`config.mk`:
```
export PLATFORM = sky130hd
export DESIGN_NAME = frame_pacing_limiter
export DESIGN_NICKNAME = d
export VERILOG_FILES = /design/src/rtl/core/fpl_pkg.sv /design/src/rtl/core/frame_pacing_limiter.sv
export SDC_FILE = /design/constraint.sdc
export NUM_CORES = 2
export LEC_CHECK = 0
export BUFFER_PORTS_ARGS = -buffer_cell sky130_fd_sc_hd__buf_2
export CAP_MARGIN = 20
export CORE_MARGIN = 1.5
export CORE_UTILIZATION = 30
export CTS_BUF_LIST = sky130_fd_sc_hd__clkbuf_4 sky130_fd_sc_hd__clkbuf_8
export DETAILED_ROUTE_END_ITERATION = 16
export GPL_ROUTABILITY_DRIVEN = 1
export MAX_ROUTING_LAYER = met4
export PLACE_DENSITY = 0.42
export SLEW_MARGIN = 20
export SYNTH_ARGS = -nofsm -noshare
export SYNTH_HDL_FRONTEND = slang
export SYNTH_SLANG_ARGS = --single-unit
```
`constraint.sdc`:
```
create_clock -name clock -period 19.8 [get_ports clock]
set_clock_uncertainty 0.15 [all_clocks]
set_input_delay 2.97 -clock clock [delete_from_list [all_inputs] [get_ports clock]]
set_output_delay 2.97 -clock clock [all_outputs]
set_load 0.1 [all_outputs]
```
`src/rtl/core/fpl_pkg.sv`:
```
`default_nettype none
package fpl_pkg;

   localparam int HISTORY_DEPTH = 4;
   localparam int HIST_IDX_W    = $clog2(HISTORY_DEPTH);

   localparam logic [31:0] PROCESS_MARGIN = 32'd50;
   localparam logic [19:0] SCALE_ONE      = 20'd65536;
   localparam logic [19:0] SCALE_MIN      = 20'd16384;
   localparam logic [19:0] SCALE_MAX      = 20'd524288;
   localparam logic [23:0] RATIO_MAX      = 24'hFFFFFF;
   localparam logic [15:0] BLANKS_MAX     = 16'hFFFF;
   localparam logic [31:0] SCALE_DIVISOR  = 32'd100;
   localparam logic [25:0] SCALE_ROUND    = 26'd50;

   localparam logic [1:0] REG_TICKS_BETWEEN_VBLS = 2'd0;
   localparam logic [1:0] REG_SPEED_MODE         = 2'd1;
   localparam logic [1:0] REG_AUX_SYNC_PRESENT   = 2'd2;

   localparam logic [1:0] SPEED_OFF  = 2'd0;
   localparam logic [1:0] SPEED_HALF = 2'd2;

   typedef struct packed {
      logic [31:0] origin;
      logic [63:0] now_ticks;
   } req_type;

   typedef struct packed {
      logic        flipped;
      logic [15:0] sleep_ticks;
      logic [31:0] avg_ticks_per_vbl;
      logic [23:0] sync_ratio;
      logic [19:0] perf_scale;
   } rsp_type;

endpackage
`default_nettype wire

```
`src/rtl/core/frame_pacing_limiter.sv`:
```
`default_nettype none
// Frame pacing limiter. Takes one vertical-blank word per handshake and returns one result
// word for each. For a blank whose origin matches the last one seen the result comes out
// through S_RATIO_GO and S_DONE, with the ratio division run first when the target tick
// count has been written since the last ratio was worked out. A flip uses one shared
// bit-serial restoring divider, with 32 steps for ticks per blank, 48 for the
// target/average ratio and 26 for the division by 100 in the scale update; the sum of the
// four history entries and the sleep delay follow the first division. The ratio division is
// skipped when the average is zero or the ratio saturates, and the scale division when the
// blank is not a flip or the target or the average is zero. The target times blank count
// product is formed by a serial shift-add while the first division runs. A new blank word
// can be taken in the same cycle as the result appears. The next blank word may be taken
// while a result still waits on rsp_ready. Configuration writes are always taken (csr_ready
// is high); write them only while no word is in flight.
module frame_pacing_limiter (
   input  wire logic             clock,
   input  wire logic             reset,
   input  wire logic             req_valid,
   output logic                  req_ready,
   input  wire fpl_pkg::req_type req_data,
   output logic                  rsp_valid,
   input  wire logic             rsp_ready,
   output fpl_pkg::rsp_type      rsp_data,
   input  wire logic             csr_valid,
   output logic                  csr_ready,
   input  wire logic [1:0]       csr_index,
   input  wire logic [31:0]      csr_data
);

   localparam logic [3:0] S_IDLE     = 4'd0;
   localparam logic [3:0] S_DIV_PER  = 4'd1;
   localparam logic [3:0] S_AVG      = 4'd2;
   localparam logic [3:0] S_DELAY    = 4'd3;
   localparam logic [3:0] S_RATIO_GO = 4'd4;
   localparam logic [3:0] S_RATIO    = 4'd5;
   localparam logic [3:0] S_SCALE_GO = 4'd6;
   localparam logic [3:0] S_SCALE    = 4'd7;
   localparam logic [3:0] S_DONE     = 4'd8;

   localparam logic [5:0] STEPS_PER   = 6'd32;
   localparam logic [5:0] STEPS_RATIO = 6'd48;
   localparam logic [5:0] STEPS_SCALE = 6'd26;

   function automatic logic [19:0] clamp_scale(input logic [31:0] v);
      logic [19:0] r;
      if (v < {12'd0, fpl_pkg::SCALE_MIN}) begin
         r = fpl_pkg::SCALE_MIN;
      end else if (v > {12'd0, fpl_pkg::SCALE_MAX}) begin
         r = fpl_pkg::SCALE_MAX;
      end else begin
         r = v[19:0];
      end
      return r;
   endfunction

   // configuration
   logic [31:0] tbv_ff;
   logic [1:0]  speed_ff;
   logic        aux_ff;

   // block state
   logic [31:0] last_origin_ff, last_origin_in;
   logic [63:0] last_time_ff, last_time_in;
   logic [15:0] blanks_ff, blanks_in;
   logic [31:0] history_ff [fpl_pkg::HISTORY_DEPTH];
   logic        hist_we;
   logic [31:0] hist_wdata;
   logic [fpl_pkg::HIST_IDX_W-1:0] slot_ff, slot_in;
   logic [31:0] average_ff, average_in;
   logic [19:0] scale_ff, scale_in;
   logic [23:0] ratio_ff, ratio_in;
   logic        stale_ff, stale_in;

   // sequencer and word registers
   logic [3:0]  state_ff, state_in;
   logic [31:0] origin_ff, origin_in;
   logic [63:0] now_ff, now_in;
   logic        flip_ff, flip_in;
   logic [31:0] elapsed_ff, elapsed_in;
   logic [15:0] delay_ff, delay_in;
   logic [fpl_pkg::HIST_IDX_W-1:0] idx_ff, idx_in;
   logic [33:0] sum_ff, sum_in;

   // shared serial divider
   logic [47:0] dvd_ff, dvd_in;
   logic [31:0] dsr_ff, dsr_in;
   logic [31:0] rem_ff, rem_in;
   logic [31:0] quo_ff, quo_in;
   logic [5:0]  cnt_ff, cnt_in;

   // serial multiplier
   logic [31:0] mcand_ff, mcand_in;
   logic [15:0] mplier_ff, mplier_in;
   logic [31:0] prod_ff, prod_in;

   // result register
   logic             rsp_valid_ff, rsp_valid_in;
   fpl_pkg::rsp_type rsp_ff, rsp_in;

   logic        accept;
   logic [15:0] blanks_inc;
   logic [31:0] elapsed_new;
   logic [32:0] trial;
   logic [32:0] diff;
   logic        ge;
   logic [31:0] rem_step;
   logic [31:0] quo_step;
   logic [31:0] required;
   logic [31:0] delta;
   logic [15:0] delay_calc;
   logic        scale_go;
   logic        ratio_sat;
   logic [19:0] target;
   logic [25:0] acc;

   assign req_ready = (state_ff == S_IDLE);
   assign accept    = req_valid && req_ready;
   assign csr_ready = 1'b1;
   assign rsp_valid = rsp_valid_ff;
   assign rsp_data  = rsp_ff;

   assign blanks_inc  = (blanks_ff < fpl_pkg::BLANKS_MAX) ? blanks_ff + 16'd1 : blanks_ff;
   assign elapsed_new = req_data.now_ticks[31:0] - last_time_ff[31:0];

   assign trial    = {rem_ff, dvd_ff[47]};
   assign diff     = trial - {1'b0, dsr_ff};
   assign ge       = (trial >= {1'b0, dsr_ff});
   assign rem_step = ge ? diff[31:0] : trial[31:0];
   assign quo_step = {quo_ff[30:0], ge};

   assign required = (speed_ff == fpl_pkg::SPEED_HALF) ? {prod_ff[30:0], 1'b0} : prod_ff;
   assign delta    = required - elapsed_ff - fpl_pkg::PROCESS_MARGIN;
   assign delay_calc = ((speed_ff != fpl_pkg::SPEED_OFF) && !aux_ff && (delta != 32'd0)
                        && !delta[31]) ? delta[15:0] : 16'd0;

   assign scale_go  = flip_ff && (tbv_ff != 32'd0) && (average_ff != 32'd0);
   assign ratio_sat = ({8'd0, tbv_ff} >= {average_ff, 8'd0});
   assign target    = clamp_scale({8'd0, ratio_ff});
   assign acc = {scale_ff, 6'd0} + {2'd0, scale_ff, 4'd0} + {4'd0, scale_ff, 2'd0}
              + {6'd0, scale_ff} + {2'd0, target, 4'd0} - {6'd0, target} + fpl_pkg::SCALE_ROUND;

   always_comb begin
      state_in       = state_ff;
      last_origin_in = last_origin_ff;
      last_time_in   = last_time_ff;
      blanks_in      = blanks_ff;
      hist_we        = 1'b0;
      hist_wdata     = quo_step;
      slot_in        = slot_ff;
      average_in     = average_ff;
      scale_in       = scale_ff;
      ratio_in       = ratio_ff;
      stale_in       = stale_ff;
      origin_in      = origin_ff;
      now_in         = now_ff;
      flip_in        = flip_ff;
      elapsed_in     = elapsed_ff;
      delay_in       = delay_ff;
      idx_in         = idx_ff;
      sum_in         = sum_ff;
      dvd_in         = dvd_ff;
      dsr_in         = dsr_ff;
      rem_in         = rem_ff;
      quo_in         = quo_ff;
      cnt_in         = cnt_ff;
      mcand_in       = mcand_ff;
      mplier_in      = mplier_ff;
      prod_in        = prod_ff;
      rsp_in         = rsp_ff;
      rsp_valid_in   = rsp_valid_ff && !rsp_ready;

      if (csr_valid && (csr_index == fpl_pkg::REG_TICKS_BETWEEN_VBLS)) begin
         stale_in = 1'b1;
      end

      case (state_ff)
         S_IDLE: begin
            if (accept) begin
               origin_in  = req_data.origin;
               now_in     = req_data.now_ticks;
               blanks_in  = blanks_inc;
               flip_in    = (req_data.origin != last_origin_ff);
               elapsed_in = elapsed_new;
               delay_in   = 16'd0;
               dvd_in     = {elapsed_new, 16'd0};
               dsr_in     = {16'd0, blanks_inc};
               rem_in     = 32'd0;
               quo_in     = 32'd0;
               cnt_in     = STEPS_PER;
               mcand_in   = tbv_ff;
               mplier_in  = blanks_inc;
               prod_in    = 32'd0;
               state_in   = (req_data.origin != last_origin_ff) ? S_DIV_PER : S_RATIO_GO;
            end
         end
         S_DIV_PER: begin
            dvd_in    = {dvd_ff[46:0], 1'b0};
            rem_in    = rem_step;
            quo_in    = quo_step;
            cnt_in    = cnt_ff - 6'd1;
            mcand_in  = {mcand_ff[30:0], 1'b0};
            mplier_in = {1'b0, mplier_ff[15:1]};
            prod_in   = mplier_ff[0] ? prod_ff + mcand_ff : prod_ff;
            if (cnt_ff == 6'd1) begin
               hist_we  = 1'b1;
               slot_in  = slot_ff + fpl_pkg::HIST_IDX_W'(1);
               sum_in   = 34'd2;
               idx_in   = '0;
               state_in = S_AVG;
            end
         end
         S_AVG: begin
            sum_in = sum_ff + {2'd0, history_ff[idx_ff]};
            idx_in = idx_ff + fpl_pkg::HIST_IDX_W'(1);
            if (idx_ff == fpl_pkg::HIST_IDX_W'(fpl_pkg::HISTORY_DEPTH - 1)) begin
               average_in = sum_in[33:2];
               state_in   = S_DELAY;
            end
         end
         S_DELAY: begin
            delay_in       = delay_calc;
            last_time_in   = now_ff + {48'd0, delay_calc};
            last_origin_in = origin_ff;
            blanks_in      = 16'd0;
            stale_in       = 1'b1;
            state_in       = S_RATIO_GO;
         end
         S_RATIO_GO: begin
            if (!stale_ff) begin
               state_in = S_DONE;
            end else begin
               stale_in = 1'b0;
               if (average_ff == 32'd0) begin
                  ratio_in = 24'd0;
                  state_in = scale_go ? S_SCALE_GO : S_DONE;
               end else if (ratio_sat) begin
                  ratio_in = fpl_pkg::RATIO_MAX;
                  state_in = scale_go ? S_SCALE_GO : S_DONE;
               end else begin
                  dvd_in   = {tbv_ff, 16'd0};
                  dsr_in   = average_ff;
                  rem_in   = 32'd0;
                  quo_in   = 32'd0;
                  cnt_in   = STEPS_RATIO;
                  state_in = S_RATIO;
               end
            end
         end
         S_RATIO: begin
            dvd_in = {dvd_ff[46:0], 1'b0};
            rem_in = rem_step;
            quo_in = quo_step;
            cnt_in = cnt_ff - 6'd1;
            if (cnt_ff == 6'd1) begin
               ratio_in = quo_step[23:0];
               state_in = scale_go ? S_SCALE_GO : S_DONE;
            end
         end
         S_SCALE_GO: begin
            dvd_in   = {acc, 22'd0};
            dsr_in   = fpl_pkg::SCALE_DIVISOR;
            rem_in   = 32'd0;
            quo_in   = 32'd0;
            cnt_in   = STEPS_SCALE;
            state_in = S_SCALE;
         end
         S_SCALE: begin
            dvd_in = {dvd_ff[46:0], 1'b0};
            rem_in = rem_step;
            quo_in = quo_step;
            cnt_in = cnt_ff - 6'd1;
            if (cnt_ff == 6'd1) begin
               scale_in = clamp_scale(quo_step);
               state_in = S_DONE;
            end
         end
         S_DONE: begin
            if (!rsp_valid_ff || rsp_ready) begin
               rsp_in.flipped           = flip_ff;
               rsp_in.sleep_ticks       = delay_ff;
               rsp_in.avg_ticks_per_vbl = average_ff;
               rsp_in.sync_ratio        = ratio_ff;
               rsp_in.perf_scale        = scale_ff;
               rsp_valid_in             = 1'b1;
               state_in                 = S_IDLE;
            end
         end
         default: begin
            state_in = S_IDLE;
         end
      endcase
   end

   always_ff @(posedge clock) begin
      if (reset) begin
         tbv_ff   <= 32'd0;
         speed_ff <= fpl_pkg::SPEED_OFF;
         aux_ff   <= 1'b0;
      end else if (csr_valid) begin
         case (csr_index)
            fpl_pkg::REG_TICKS_BETWEEN_VBLS: tbv_ff   <= csr_data;
            fpl_pkg::REG_SPEED_MODE:         speed_ff <= csr_data[1:0];
            fpl_pkg::REG_AUX_SYNC_PRESENT:   aux_ff   <= csr_data[0];
            default: begin
            end
         endcase
      end
   end

   always_ff @(posedge clock) begin
      if (reset) begin
         for (int i = 0; i < fpl_pkg::HISTORY_DEPTH; i++) begin
            history_ff[i] <= 32'd0;
         end
      end else if (hist_we) begin
         history_ff[slot_ff] <= hist_wdata;
      end
   end

   always_ff @(posedge clock) begin
      if (reset) begin
         state_ff       <= S_IDLE;
         last_origin_ff <= 32'd0;
         last_time_ff   <= 64'd0;
         blanks_ff      <= 16'd0;
         slot_ff        <= '0;
         average_ff     <= 32'd0;
         scale_ff       <= fpl_pkg::SCALE_ONE;
         ratio_ff       <= 24'd0;
         stale_ff       <= 1'b0;
         rsp_valid_ff   <= 1'b0;
      end else begin
         state_ff       <= state_in;
         last_origin_ff <= last_origin_in;
         last_time_ff   <= last_time_in;
         blanks_ff      <= blanks_in;
         slot_ff        <= slot_in;
         average_ff     <= average_in;
         scale_ff       <= scale_in;
         ratio_ff       <= ratio_in;
         stale_ff       <= stale_in;
         rsp_valid_ff   <= rsp_valid_in;
      end
   end

   always_ff @(posedge clock) begin
      origin_ff  <= origin_in;
      now_ff     <= now_in;
      flip_ff    <= flip_in;
      elapsed_ff <= elapsed_in;
      delay_ff   <= delay_in;
      idx_ff     <= idx_in;
      sum_ff     <= sum_in;
      dvd_ff     <= dvd_in;
      dsr_ff     <= dsr_in;
      rem_ff     <= rem_in;
      quo_ff     <= quo_in;
      cnt_ff     <= cnt_in;
      mcand_ff   <= mcand_in;
      mplier_ff  <= mplier_in;
      prod_ff    <= prod_in;
      rsp_ff     <= rsp_in;
   end

endmodule
`default_nettype wire
```
==> flow_summary_export.csv <==
group,metric,value,unit
outcome,status,"complete, no violations",
sta,finalSetupViolCount,0,
pwr,vdd_drop_max,0.0945,mV
final_layout,nets,5014,
global_route,busiest_layer,"met2",
global_route,grt_start_max_net_pins,72,
clock_network,clk_latency,0.89,ns
setup_path,cp_num_buf_inv,6,
clock_network,cts_hold_buffers,0,
synthesis,synth_cells,4290,
pwr,pwr-share-comb,0.477,
setup_path,cp.arrival,9.03,ns
synthesis,synth_cell_type_count,85,
placed_design,place_hpwl,104000,µm
die,boundaryPins,231,
sta,fin_crit,8.37,ns
setup_path,cpLargestDelayFamily,"compound AO/OA/AOI/OAI gates",
drt,drtAntennaViolNets,0,
setup_path,slowest_delay,0.67,ns
sta,slew_viol_final,0,
die,dieArea,0.149,mm²
global_route,antenna_found_initial,5,
global_route,grt_util_met2,0.323,
drt,drt_iter0_markers,2125,
clock_network,clockRootBuffer,"clkbuf_8",
synthesis,synth_largest_area_cell,"edfxtp_1",
synthesis,synth_common_cells,"edfxtp_1 (583), nand2_1 (463), nor2_1 (449)",
pwr,p_leak,20.0,nW
clock_network,postCtsSetupBuffers,0,
pwr,p_sw,3.59,mW
sta,rsz0062_at_grt,"false",
global_route,grt_pass1_wl,214000,µm
die,fp-row-count,140,
sta,slew_headroom,0.282,
clock_network,cts_tree,"built",
pwr,power.internal,4.68,mW
pwr,swShare,0.434,
pwr,p_clk_frac,0.212,
drt,drt_first_pass_iters,5,
final_layout,fin_util,0.348,
synthesis,synth_ff_type,"edfxtp_1",
setup_path,start_kind,"flop",
sta,fin_hold_ws,0.266,ns
synthesis,synth_top_area_frac,0.398,
synthesis,synthesis.nets,4774,
setup_path,crit_type,"reg2reg",
sta,finalCritPeriodShare,0.423,
sta,fmax,119,MHz
drt,drcViolationCount,0,
final_layout,layout-drive-gt1-share,0.133,
die,dieWidth,386,µm
synthesis,avgSynthCellArea,10.3,µm²
synthesis,synthesis.area,0.0440,mm²
global_route,grt_remaining_overflow,0,
placed_design,place.gp.congestion,0.847,
drt,vias_per_cell,5.02,
synthesis,yosysWarnings,0,
setup_path,end_kind,"flop",
drt,via_count,33100,
synthesis,ys_seq_area_frac,0.489,
job,maxCapViolations,0,
pwr,power_frac_seq,0.311,
global_route,met3_usage,0.0282,
global_route,grt_use_total,0.198,
drt,wl_per_cell,21.9,µm
drt,wl,144000,µm
synthesis,synth_area_leaders,"edfxtp_1 (40%), dfxtp_1 (9.1%), ha_1 (7.7%)",
clock_network,h-tree-depth,4,
setup_path,slowest_stage,"a2111oi_0",
sta,finalSetupTns,0,ns
clock_network,cts_max_path_buffers,3,
sta,timing_worst_slew_pin_value,1.07,ns
placed_design,io_buffer_count,197,
final_layout,design_area,0.0506,mm²
clock_network,clk_pin_slew_worst_paths,0.06,ns
synthesis,synth_edf_count,583,
clock_network,ctsResizeCount,0,
die,initial_core_util,0.302,
placed_design,place_area,0.0474,mm²
die,fp.coreArea,0.146,mm²
global_route,use_met1,0.259,
synthesis,synth.most_common_cell,"edfxtp_1",
final_layout,area_growth,15.1,%
synthesis,ys_ff_latch,784,
die,die_h,386,µm
synthesis,async_flop_share,0,
global_route,grt_pass1_vias,32700,
clock_network,clock-sinks,784,
sta,hold_viol,0,
setup_path,worst-path-max-fanout,31,
clock_network,numCtsBuffers,150,
setup_path,required,20.46,ns
hold_path,min_path_type,"reg2reg",
pwr,power.density,163,mW/mm²
[power groups by stage]
stage | logic (mW) | clock network [mW] | registers, mW
after floorplan | 2.76 | 0 | 2.58
after global placement | 3.96 | 0 | 2.61
after detailed placement | 3.96 | 0 | 2.60
after CTS | 3.98 | 1.82 | 2.58
after global routing | 4.38 | 1.88 | 2.62
final | 3.95 | 1.75 | 2.57
[final timing paths]
path | slack [ns] | from | depth (start not counted) | to
setup / recovery | 11.43 | speed_ff[1] | 34 | last_time_ff[26]
hold / removal | 0.27 | delay_ff[15] | 0 | rsp_data[91]
setup reg to reg | 11.43 | speed_ff[1] | 34 | last_time_ff[26]
hold reg to reg | 0.27 | delay_ff[15] | 0 | rsp_data[91]
[per-stage QoR]
step	std cells	worst slack, ns	power (mW)
finish	6579	11.43	8.27
global route	6576	10.75	8.87
CTS	6575	11.46	8.38
detailed placement	6295	11.47	6.56
global placement	6293	11.52	6.57
floorplan	4290	6.31	5.34
[per-layer routing]
layer  wire length (µm)  up-vias  share of wire
met3               5520      176          0.038
met5                  0        -              0
met2              69400      636           0.48
met4               2930        0          0.020
li1                   -    15800              -
met1              66000    16400           0.46
[layout by cell type, fill, tap and decap left out, types with 146 or more instances in the layout]
| master | n |
|---|---|
| clkbuf_8 | 161 |
| nand2_1 | 457 |
| nor2_1 | 444 |
| a21oi_1 | 345 |
| buf_2 | 196 |
| o21ai_0 | 150 |
| inv_1 | 359 |
| ha_1 | 272 |
| dfxtp_1 | 200 |
| xnor2_1 | 146 |
| edfxtp_1 | 583 |
[cell type report]
type                            count  area, µm²
Fill cell                       14800      94900
Sequential cell                   784      21500
Multi-Input combinational cell   2975      20600
Clock buffer                      221       2670
Tap cell                         1917       2400
Timing Repair Buffer              259       1470
Inverter                          360       1350
Clock inverter                     59        603
Antenna cell                        4       10.0
[cell families (layout without fill, tap and decap cells)]
| logic type | Yosys count | count (layout) | synth area share |
|---|---|---|---|
| AND/OR/NAND/NOR | 1390 | 1390 | 0.144 |
| AO/OA/AOI/OAI | 920 | 920 | 0.134 |
| flip-flops | 784 | 784 | 0.489 |
| buffers and inverters | 531 | 899 | 0.0461 |
| adder cells (fa/ha/maj) | 349 | 349 | 0.112 |
| XOR/XNOR | 214 | 214 | 0.0426 |
| multiplexers | 101 | 101 | 0.0323 |
| other | 1 | 5 | 0.0000852 |
[flip-flops by register name, summed over array words and instances, names as in the netlist, 24 cells and up, named ones only]
register	count
dsr_ff	32
dvd_ff	32
history_ff	128
elapsed_ff	32
average_ff	32
rem_ff	32
tbv_ff	32
origin_ff	32
quo_ff	31
last_origin_ff	32
sum_ff	34
prod_ff	32
rsp_data	93
ratio_ff	24
now_ff	32
mcand_ff	32
last_time_ff	32
No activity file was read; power rests on OpenSTA's default activity.
